File: src/rtl/dasp_pkg.sv
// Shared types and constants for the distance attenuated stereo pan block.
// Used by the top level, the square root and divider pipelines and the output buffer.
`default_nettype none

package dasp_pkg;

    // Square root pipeline: one root bit per stage.
    localparam int SQ_RAD_W  = 62;
    localparam int SQ_ROOT_W = 31;
    localparam int SQ_STAGES = SQ_ROOT_W;

    // Divider pipeline: one quotient bit per stage.
    localparam int DV_NUM_W  = 46;
    localparam int DV_DEN_W  = 31;
    localparam int DV_Q_W    = 16;
    localparam int DV_STAGES = DV_Q_W;

    localparam int CFG_DATA_W = 24;
    localparam int CFG_IDX_W  = 3;

    typedef enum logic [CFG_IDX_W-1:0] {
        CFG_FORWARD_X = 3'd0,
        CFG_FORWARD_Y = 3'd1,
        CFG_FORWARD_Z = 3'd2,
        CFG_UP_X      = 3'd3,
        CFG_UP_Y      = 3'd4,
        CFG_UP_Z      = 3'd5,
        CFG_ROLLOFF   = 3'd6,
        CFG_MAX_RANGE = 3'd7
    } cfg_index_t;

    typedef struct packed {
        logic signed [23:0] src_x;
        logic signed [23:0] src_y;
        logic signed [23:0] src_z;
        logic signed [23:0] lis_x;
        logic signed [23:0] lis_y;
        logic signed [23:0] lis_z;
        logic [15:0]        volume;
        logic signed [15:0] sample;
    } in_item_t;

    typedef struct packed {
        logic signed [15:0] left;
        logic signed [15:0] right;
    } out_item_t;

    // Data that rides along the square root pipeline.
    typedef struct packed {
        logic signed [15:0] sample;
        logic [15:0]        volume;
        logic [29:0]        ax;
        logic               neg;
    } sq_side_t;

    // Data that rides along the divider pipeline.
    typedef struct packed {
        logic signed [15:0] sample;
        logic               silent;
        logic               hzero;
        logic               neg;
    } dv_side_t;

endpackage

`default_nettype wire

File: src/rtl/dasp_outbuf.sv
// Output register with a one-entry skid stage for the result channel.
// Depends on dasp_pkg for the result type; drives the pipeline advance enable.
`default_nettype none

module dasp_outbuf
    import dasp_pkg::*;
(
    input  wire logic      clk,
    input  wire logic      rst_n,
    input  wire logic      pipe_valid,
    input  wire out_item_t pipe_data,
    output logic           advance,
    output logic           result_valid,
    input  wire logic      result_stall,
    output out_item_t      result
);

    logic      out_vld_reg;
    logic      skid_vld_reg;
    out_item_t out_reg;
    out_item_t skid_reg;
    logic      take;

    assign take    = out_vld_reg && !result_stall;
    // The pipeline moves whenever the skid entry is free.
    assign advance = !skid_vld_reg;

    always_ff @(posedge clk or negedge rst_n)
    begin
        if (!rst_n)
        begin
            out_vld_reg  <= 1'b0;
            skid_vld_reg <= 1'b0;
        end
        else if (skid_vld_reg)
        begin
            if (take)
            begin
                skid_vld_reg <= 1'b0;
            end
        end
        else if (pipe_valid)
        begin
            if (out_vld_reg && !take)
            begin
                skid_vld_reg <= 1'b1;
            end
            else
            begin
                out_vld_reg <= 1'b1;
            end
        end
        else if (take)
        begin
            out_vld_reg <= 1'b0;
        end
    end

    always_ff @(posedge clk)
    begin
        if (skid_vld_reg)
        begin
            if (take)
            begin
                out_reg <= skid_reg;
            end
        end
        else if (pipe_valid)
        begin
            if (out_vld_reg && !take)
            begin
                skid_reg <= pipe_data;
            end
            else
            begin
                out_reg <= pipe_data;
            end
        end
    end

    assign result_valid = out_vld_reg;
    assign result       = out_reg;

endmodule

`default_nettype wire

File: config.mk
export PLATFORM = sky130hd
export DESIGN_NAME = dasp_outbuf
export DESIGN_NICKNAME = d
export VERILOG_FILES = /design/src/rtl/dasp_pkg.sv /design/src/rtl/dasp_outbuf.sv
export SDC_FILE = /design/constraint.sdc
export NUM_CORES = 1
export LEC_CHECK = 0
export BUFFER_PORTS_ARGS = -buffer_cell sky130_fd_sc_hd__buf_2
export CAP_MARGIN = 10
export CORE_ASPECT_RATIO = 0.9
export CORE_MARGIN = 3
export CORE_UTILIZATION = 51
export DETAILED_ROUTE_END_ITERATION = 8
export PLACE_DENSITY_LB_ADDON = 0.12
export SETUP_SLACK_MARGIN = 0.2
export SLEW_MARGIN = 20
export SYNTH_ARGS = -nofsm -noshare
export SYNTH_HDL_FRONTEND = slang
export SYNTH_SLANG_ARGS = --single-unit
File: constraint.sdc
create_clock -name clk -period 5.15 [get_ports clk]
set_clock_uncertainty 0.15 [all_clocks]
set_input_delay 0.2575 -clock clk [delete_from_list [all_inputs] [get_ports clk]]
set_output_delay 0.2575 -clock clk [all_outputs]
set_load 0.05 [all_outputs]
==> flow_summary_export.csv, run 1 <==
group,metric,value,unit
pwr,powerDensity,592.7,nW/um^2
detailed_routing,wl_per_cell,15.10,um
die,dieArea,5881,um^2
yosys,ys_seq_area_share,77.41,%
finish,nNetsFinal,258,
detailed_routing,vias,1367,
yosys,synth_cell_types,14,
yosys,avgSynthCellArea,22.54,um^2
finish,final_area,3425,um^2
finish,antenna_cells,0,
yosys,synth_cells,113,
die,initial_core_util,54.98,%
worst_setup_path,cpMaxStageDelayCell,"dfrtp_2",
placed_design,portBuffers,69,
clock_network,cts_resized,0,
finish,final_util,73.91,%
die,coreArea,4633,um^2
finish,fin_cells,289,
clock_network,htree_levels,3,
clock_network,cts_tree,"done",
sta,worst_slew_pin_slew,1046,ps
yosys,yosys_warnings,0,
worst_setup_path,crit_required,4950,ps
grt,antenna_found_initial,0,
worst_setup_path,cp.arrival,2490,ps
finish,layout_common_cells,"buf_2, edfxtp_1, dlygate4sd3_1, mux2_4, clkbuf_8",
placed_design,placed_area,2924,um^2
run_status,status,"complete, no violations",
yosys,syn-num-nets,149,
yosys,ys_ff_latch,66,
worst_setup_path,path_max_fanout,37,
sta,finalMaxSlewViolations,0,
sta,period_share,52.32,%
pwr,p_leak,1.379,nW
worst_setup_path,start_kind,"flop",
sta,max_freq,0.3711,GHz
clock_network,clk_latency,330,ps
grt,grt.total_usage,16.35,%
finish,final_common_cell,"buf_2",
worst_setup_path,ff2ff_path_depth,2,
sta,fin_crit,2695,ps
sta,rsz0062_at_grt,"false",
finish,areaGrowthSynthToFinish,34.43,%
sta,fin_ws,2455,ps
clock_network,clock_path_buffers,2,
detailed_routing,ant_nets,0,
sta,setup_viol_count_final,0,
die,die_w,80.50,um
worst_setup_path,max_stage_delay,1050,ps
detailed_routing,drtIter0Drc,45,
detailed_routing,remaining_drc_errors,0,
die,io_pins,70,
yosys,syn_area,2547,um^2
clock_network,cts.sinks,66,
sta,slew_headroom,30.09,%
grt,grt_pass1_vias,1399,
sta,hold_viol_final,0,
detailed_routing,drt-total-wl,4.364,mm
min_path,whs_path_depth,3,
detailed_routing,routed_via_density,4.730,
finish,drive_above_1_share,50.66,%
worst_setup_path,crit_chain,"nand2_1 > a21boi_4",
min_path,hold_class,"in -> reg",
placed_design,dp_hpwl,2.748,mm
clock_network,clkSlewWorstSetupHoldPaths,60,ps
worst_setup_path,worst_setup_path_end_kind,"flop",
clock_network,cts_buffers,9,
worst_setup_path,critPathKind,"reg -> reg",
pwr,ir_drop,0.4778,mV
run,cap_violations,0,
detailed_routing,drt-pass1-iter-count,4,
placed_design,dp_cells,240,
grt,grt_overflow,0,
placed_design,place_congestion,0.6263,
clock_network,cts-root-buf,"clkbuf_8",
grt,grt_pass1_wl,6.817,mm
placed_design,place_ws,2410,ps
grt,grt_max_degree,38,
sta,tns,0,ps
die,dieHeight,73.05,um
die,num_rows,23,
area by class of cell:
class                   count  area, um^2
multi-input cells          41       520.5
clock buffers              16       170.2
fillers                   291        1209
flip-flops and latches     66        1973
inverters                   2       7.507
well taps                  62       77.57
repair buffers            102       675.6
routing by layer:
metal  wire length [um]  up-vias  track usage (%)  part of all wire, %
met3                327        8            8.148                  7.5
met5                  0        -                0                    0
met2               2213       49            27.11                   51
met1               1773      653            18.92                   41
li1                   -      657                -                    -
met4                 49        0            4.503                  1.1
logic make-up (layout without fill, tap and decap cells):
family | after synthesis | count (layout) | synth area share, %
AO/OA/AOI/OAI | 4 | 4 | 0.8840
buffers and inverters | 6 | 120 | 2.898
flip-flops | 66 | 66 | 77.41
multiplexers | 32 | 32 | 17.98
AND/OR/NAND/NOR | 5 | 5 | 0.8350
final timing paths:
path | slack [ps] | endpoint | from
worst max-delay path | 2460 | result[10] | skid_vld_reg
worst min-delay path | 30 | skid_vld_reg | result_stall
worst max register to register | 2460 | result[10] | skid_vld_reg
worst min register to register | 390 | result[13] | skid_reg[13]
max in group asynchronous | 4660 | skid_vld_reg | rst_n
min in group asynchronous | 80 | result_valid | rst_n
critical path, delay by kind of cell, from the launching register on:
| family | cells | cell delay, ps |
|---|---|---|
| compound gates | 1 | 880 |
| flops | 1 | 1050 |
| simple gates | 1 | 210 |
Yosys cell counts:
library cell	n	area (um^2)
a21boi_0	1	7.510
a21oi_1	2	10.01
buf_12	2	40.04
buf_6	1	11.26
buf_8	1	15.01
dfrtp_1	2	50.05
edfxtp_1	64	1922
inv_1	2	7.510
mux2_2	6	67.56
mux2_4	26	390.4
nand2_1	3	11.26
nand2b_1	1	6.260
nor2_1	1	3.750
o21ai_0	1	5.000
timing repair:
item,in CTS,in global routing
setup endpoints to repair,0,0
buffers inserted,0,0
hold buffers,33,0
hold endpoints to repair,34,0
power breakdown:
group          switching, mW  internal [mW]  total [mW]
Clock                  0.171          0.202       0.374
Combinational          0.516          0.252       0.768
Sequential             0.104          0.784       0.888
metrics by stage:
stage          hold WS [ps]  power (mW)
2_1_floorplan        -188.1       1.532
3_3_place_gp         -108.0       1.637
3_5_place_dp         -103.8       1.655
4_1_cts               18.38       2.051
5_1_grt               19.83       2.119
6_report              33.13       2.030
Power figures use the tool's default switching activity.
==> inputs of run 2 (changes only) <==
--- a/config.mk
+++ b/config.mk
@@ -5,6 +5,7 @@
 export SDC_FILE = /design/constraint.sdc
 export NUM_CORES = 1
 export LEC_CHECK = 0
+export ABC_AREA = 1
 export BUFFER_PORTS_ARGS = -buffer_cell sky130_fd_sc_hd__buf_2
 export CAP_MARGIN = 10
 export CORE_ASPECT_RATIO = 0.9
==> constraint.sdc (replaced) <==
create_clock -name clk -period 2.5 [get_ports clk]
set_clock_uncertainty 0.15 [all_clocks]
set_input_delay 0.125 -clock clk [delete_from_list [all_inputs] [get_ports clk]]
set_output_delay 0.125 -clock clk [all_outputs]
set_load 0.05 [all_outputs]
==> flow_summary_export.csv, run 2 <==
group,metric,value,unit
die,die_w,79.39,um
placed_design,dp_cells,315,
yosys,synth-compound-area-share,0,%
clock_network,cts_tree,"done",
finish,final_util,75.85,%
finish,layout_common_cells,"nand2_1, buf_2, edfxtp_1, dlygate4sd3_1, clkbuf_8",
pwr,powerDensity,1260,nW/um^2
sta,fin_crit,2076,ps
yosys,syn-num-nets,224,
finish,multiInputGateArea,417.9,um^2
sta,rsz0062_at_grt,"false",
detailed_routing,remaining_drc_errors,0,
yosys,synthAdderAreaFrac,0,%
clock_network,clk_latency,330,ps
placed_design,portBuffers,69,
yosys,avgSynthCellArea,13.15,um^2
yosys,netlist.area_leader.share,77.73,%
yosys,muxShareOfSynthArea,0,%
finish,register_area,1972,um^2
detailed_routing,vias,1717,
clock_network,clkSlewWorstSetupHoldPaths,70,ps
clock_network,htree_levels,3,
yosys,ys_seq_area_share,79.76,%
die,io_pins,70,
finish,fin_cells,368,
worst_setup_path,start_kind,"flop",
yosys,synth_commonest_cells,"nand2_1, edfxtp_1, inv_1",
finish,n_fill_cell,300,
placed_design,placed_area,2883,um^2
sta,finalMaxSlewViolations,0,
yosys,yosysMostFrequentCell,"nand2_1",
sta,tns,0,ps
yosys,yosys.area.top_type,"edfxtp_1",
yosys,synth_top_family_by_area,"simple AND/OR/NAND/NOR gates",
grt,grt_pass1_vias,1709,
pwr,p_leak,1.531,nW
sta,slew_headroom,60.40,%
yosys,synthArstFlopShare,3.030,%
die,num_rows,23,
detailed_routing,route.met3.wl,233,um
clock_network,cts.sinks,66,
sta,worst_slew_pin_slew,593.2,ps
worst_setup_path,critPathKind,"reg -> reg",
clock_network,clock_path_buffers,2,
detailed_routing,topRoutingLayerUsed,"met4",
detailed_routing,wl_met1,2.157,mm
run_status,status,"complete, no violations",
die,coreArea,4576,um^2
detailed_routing,wl_per_cell,13.02,um
sta,setup_viol_count_final,0,
detailed_routing,drtIter0Drc,118,
die,dieHeight,72.06,um
yosys,synth_cell_types,10,
grt,grt_overflow,0,
finish,drive_above_1_share,29.41,%
yosys,synthTopCellsByArea,"edfxtp_1, nand2_1, dfrtp_1, buf_8, inv_1",
finish,final_area,3471,um^2
detailed_routing,drt-pass1-iter-count,4,
clock_network,post-cts-setup-buffers,0,
placed_design,dp_hpwl,2.857,mm
grt,antenna_found_initial,0,
detailed_routing,drt-total-wl,4.791,mm
die,dieArea,5720,um^2
detailed_routing,ant_nets,0,
grt,grt_pass1_wl,7.672,mm
yosys,synth_ff_type,"edfxtp_1",
detailed_routing,wl_met2,2.317,mm
grt,grt.total_usage,18.09,%
clock_network,cts_resized,0,
finish,final_common_cell,"nand2_1",
worst_setup_path,cp.arrival,2130,ps
pwr,ir_drop,0.7223,mV
sta,max_freq,0.4817,GHz
clock_network,cts-root-buf,"clkbuf_8",
sta,hold_viol_final,0,
yosys,synth_simple_gate_area_share,16.60,%
worst_setup_path,crit_required,2560,ps
yosys,ys_ff_latch,66,
finish,nNetsFinal,337,
yosys,synth_cells,188,
run,cap_violations,0,
finish,areaGrowthSynthToFinish,40.38,%
worst_setup_path,worst_setup_path_end_kind,"flop",
sta,period_share,83.03,%
yosys,yosys_warnings,0,
yosys,syn_area,2472,um^2
worst_setup_path,path_max_fanout,34,
yosys,synthXorXnorAreaFrac,0,%
min_path,hold_class,"in -> reg",
clock_network,cts_buffers,9,
finish,antenna_cells,0,
placed_design,place_congestion,0.7856,
die,initial_core_util,54.03,%
detailed_routing,routed_via_density,4.666,
grt,grt_max_degree,35,
yosys,synth_enable_flop_cells,64,
## run 2: repair_timing
action	4_1_cts	5_1_grt
setup endpoints to repair	0	0
endpoints found under the hold margin	68	0
hold buffers	37	0
## run 2: kinds of logic after synthesis
kind of cell / after synthesis
buffers and inverters: 13
flip-flops: 66
AND/OR/NAND/NOR: 109
## run 2: worst paths after layout
path / start / to / slack (ps) / cells past startpoint
max: skid_vld_reg / result_valid / 420 / 4
min: pipe_data[20] / skid_reg[20] / 360 / 2
max reg2reg: skid_vld_reg / result_valid / 420 / 4
min reg2reg: skid_reg[31] / result[31] / 360 / 2
max in group asynchronous: rst_n / result_valid / 1580 / 3
min in group asynchronous: rst_n / skid_vld_reg / 500 / 3
## run 2: layout make-up
cell class | instances | share of cell area, %
flip-flops and latches | 66 | 56.81
repair buffers | 109 | 21.99
multi-input cells | 109 | 12.04
clock buffers | 9 | 3.569
clock inverters | 7 | 2.704
well taps | 62 | 2.235
inverters | 6 | 0.6489
## run 2: worst max-delay path, cell delays in order (launching register included)
cell and delay (ps):
dfrtp_1 640, inv_2 390, nand2_1 140, nand3_1 70, dlygate4sd3_1 560
## run 2: stage by stage
step / power (mW) / setup slack [ps] / hold slack [ps]
4_1_cts: 4.399 / 417.5 / 344.9
3_5_place_dp: 3.383 / 557.4 / -237.6
5_1_grt: 4.583 / 292.3 / 363.9
2_1_floorplan: 3.043 / 261.8 / -320.6
3_3_place_gp: 3.364 / 629.8 / -238.7
6_report: 4.375 / 424.2 / 357.7
## run 2: power by group
part           switching, mW  leakage (nW)  internal [mW]
logic                   1.31         0.799          0.366
clock network          0.398         0.105          0.559
registers              0.111         0.627           1.63
## run 2: per-layer routing
| metal | up-vias | global-route usage, % |
|---|---|---|
| li1 | 850 | - |
| met1 | 798 | 24.10 |
| met2 | 60 | 28.22 |
| met3 | 9 | 3.970 |
| met4 | 0 | 9.542 |
| met5 | - | 0 |
==> inputs of run 3 (changes only) <==
==> constraint.sdc (replaced) <==
create_clock -name clk -period 2 [get_ports clk]
set_clock_uncertainty 0.15 [all_clocks]
set_input_delay 0.1 -clock clk [delete_from_list [all_inputs] [get_ports clk]]
set_output_delay 0.1 -clock clk [all_outputs]
set_load 0.05 [all_outputs]
==> flow_summary_export.csv, run 3 (synthesis gave the netlist of run 2 again) <==
group,metric,value,unit
clock_network,cts-root-buf,"clkbuf_8",
clock_network,htree_levels,3,
grt,antenna_found_initial,0,
sta,hold_viol_final,0,
die,die_w,79.39,um
die,io_pins,70,
placed_design,place_congestion,0.7230,
worst_setup_path,worst_setup_path_end_kind,"flop",
min_path,whs_path_depth,2,
worst_setup_path,r2r_start,"skid_vld_reg",
grt,grt_overflow,0,
die,num_rows,23,
worst_setup_path,crit_chain,"buf_6 > nand2_1 > nand3_1 > dlygate4sd3_1",
finish,n_fill_cell,295,
finish,areaGrowthSynthToFinish,39.52,%
pwr,ir_drop,0.8975,mV
pwr,p_leak,1.521,nW
sta,tns,0,ps
worst_setup_path,cpMaxStageDelayCell,"dlygate4sd3_1",
finish,nNetsFinal,340,
detailed_routing,vias,1671,
run,cap_violations,0,
placed_design,dp_hpwl,2.878,mm
sta,finalMaxSlewViolations,0,
run_status,status,"complete, no violations",
finish,final_common_cell,"nand2_1",
sta,max_freq,0.5953,GHz
detailed_routing,drtIter0Drc,122,
grt,grt.total_usage,19.59,%
grt,grt_pass1_wl,8.100,mm
detailed_routing,remaining_drc_errors,0,
worst_setup_path,start_kind,"flop",
grt,grt_pass1_vias,1650,
worst_setup_path,crit_required,2070,ps
detailed_routing,drt-total-wl,4.895,mm
die,dieHeight,72.06,um
worst_setup_path,critPathKind,"reg -> reg",
clock_network,clk_latency,340,ps
detailed_routing,routed_via_density,4.504,
sta,fin_crit,1680,ps
finish,antenna_cells,0,
worst_setup_path,ff2ff_path_depth,4,
worst_setup_path,cp_num_buf_inv,2,
placed_design,portBuffers,69,
detailed_routing,ant_nets,0,
sta,hold_slack,345.9,ps
finish,layout_common_cells,"nand2_1, buf_2, edfxtp_1, dlygate4sd3_1, clkbuf_8",
detailed_routing,wl_per_cell,13.19,um
sta,period_share,83.99,%
finish,register_area,1974,um^2
finish,drive_above_1_share,30.10,%
clock_network,cts.sinks,66,
worst_setup_path,cp_top_family,"buffers and inverters",
sta,worst_slew_pin_slew,257.8,ps
clock_network,clock_path_buffers,2,
worst_setup_path,path_max_fanout,22,
worst_setup_path,r2r-end,"result_valid",
finish,multiInputGateArea,417.9,um^2
die,dieArea,5720,um^2
sta,rsz0062_at_grt,"false",
die,coreArea,4576,um^2
clock_network,clkSlewWorstSetupHoldPaths,70,ps
clock_network,cts_buffers,9,
pwr,powerDensity,1546,nW/um^2
sta,setup_viol_count_final,0,
min_path,min-delay-start,"pipe_data[19]",
die,initial_core_util,54.03,%
worst_setup_path,cp.arrival,1750,ps
clock_network,cts_tree,"done",
min_path,min_to,"skid_reg[19]",
grt,grt_max_degree,35,
worst_setup_path,r2r_slack,320,ps
worst_setup_path,max_stage_delay,580,ps
min_path,hold_class,"in -> reg",
detailed_routing,drt-pass1-iter-count,4,
sta,slew_headroom,82.93,%
==> run 3: layout make-up <==
| cell class | instances | area share (%) |
|---|---|---|
| repair buffers | 112 | 22.16 |
| well taps | 62 | 2.249 |
| clock buffers | 9 | 3.591 |
| inverters | 6 | 0.9068 |
| clock inverters | 7 | 1.741 |
| flip-flops and latches | 66 | 57.24 |
| multi-input cells | 109 | 12.11 |
==> run 3: worst max path at each step <==
stage / start / endpoint / slack, ps / cells past startpoint
after floorplan: result_valid / result[0] / 210 / 3
after global placement: skid_vld_reg / advance / 510 / 2
after detailed placement: skid_vld_reg / advance / 500 / 2
after CTS: skid_vld_reg / advance / 280 / 2
after global routing: skid_vld_reg / result_valid / 250 / 4
final: skid_vld_reg / result_valid / 320 / 4
==> run 3: per-stage QoR <==
step / cells / utilization [%] / instance area (um^2) / worst slack [ps] / power (mW)
final: 371 / 75.39 / 3450 / 320.1 / 5.334
after global routing: 371 / 75.39 / 3450 / 251.6 / 5.600
after CTS: 371 / 75.23 / 3442 / 277.4 / 5.330
after detailed placement: 318 / 63.06 / 2885 / 499.9 / 4.222
after global placement: 318 / 63.06 / 2885 / 513.6 / 4.202
after floorplan: 188 / - / 2485 / 205.4 / 3.814
==> run 3: layer usage <==
| metal | global-route usage, % | up-vias | part of all wire (%) |
|---|---|---|---|
| met2 | 31.21 | 64 | 48 |
| met4 | 5.725 | 0 | 0.80 |
| met1 | 25.21 | 749 | 44 |
| met3 | 7.692 | 4 | 7.6 |
| li1 | - | 854 | - |
| met5 | 0 | - | 0 |
==> run 3: worst reg2reg max path: stages, from the launching register on <==
cell and delay [ps]:
dfrtp_2 480, buf_6 200, nand2_1 70, nand3_1 80, dlygate4sd3_1 580
==> run 3: timing repair <==
item	CTS	global route
endpoints found under the hold margin	68	0
resized for setup	1	3
endpoints found under the setup margin	1	1
setup buffers	0	0
hold buffers	37	0
==> run 3: report_power, final <==
part           switching [mW]  total, mW  leakage (nW)  internal [mW]
registers               0.127       2.17         0.625           2.05
logic                    1.66       2.12         0.800          0.462
clock network           0.485       1.04        0.0955          0.560
total                    2.27       5.33          1.52           3.07
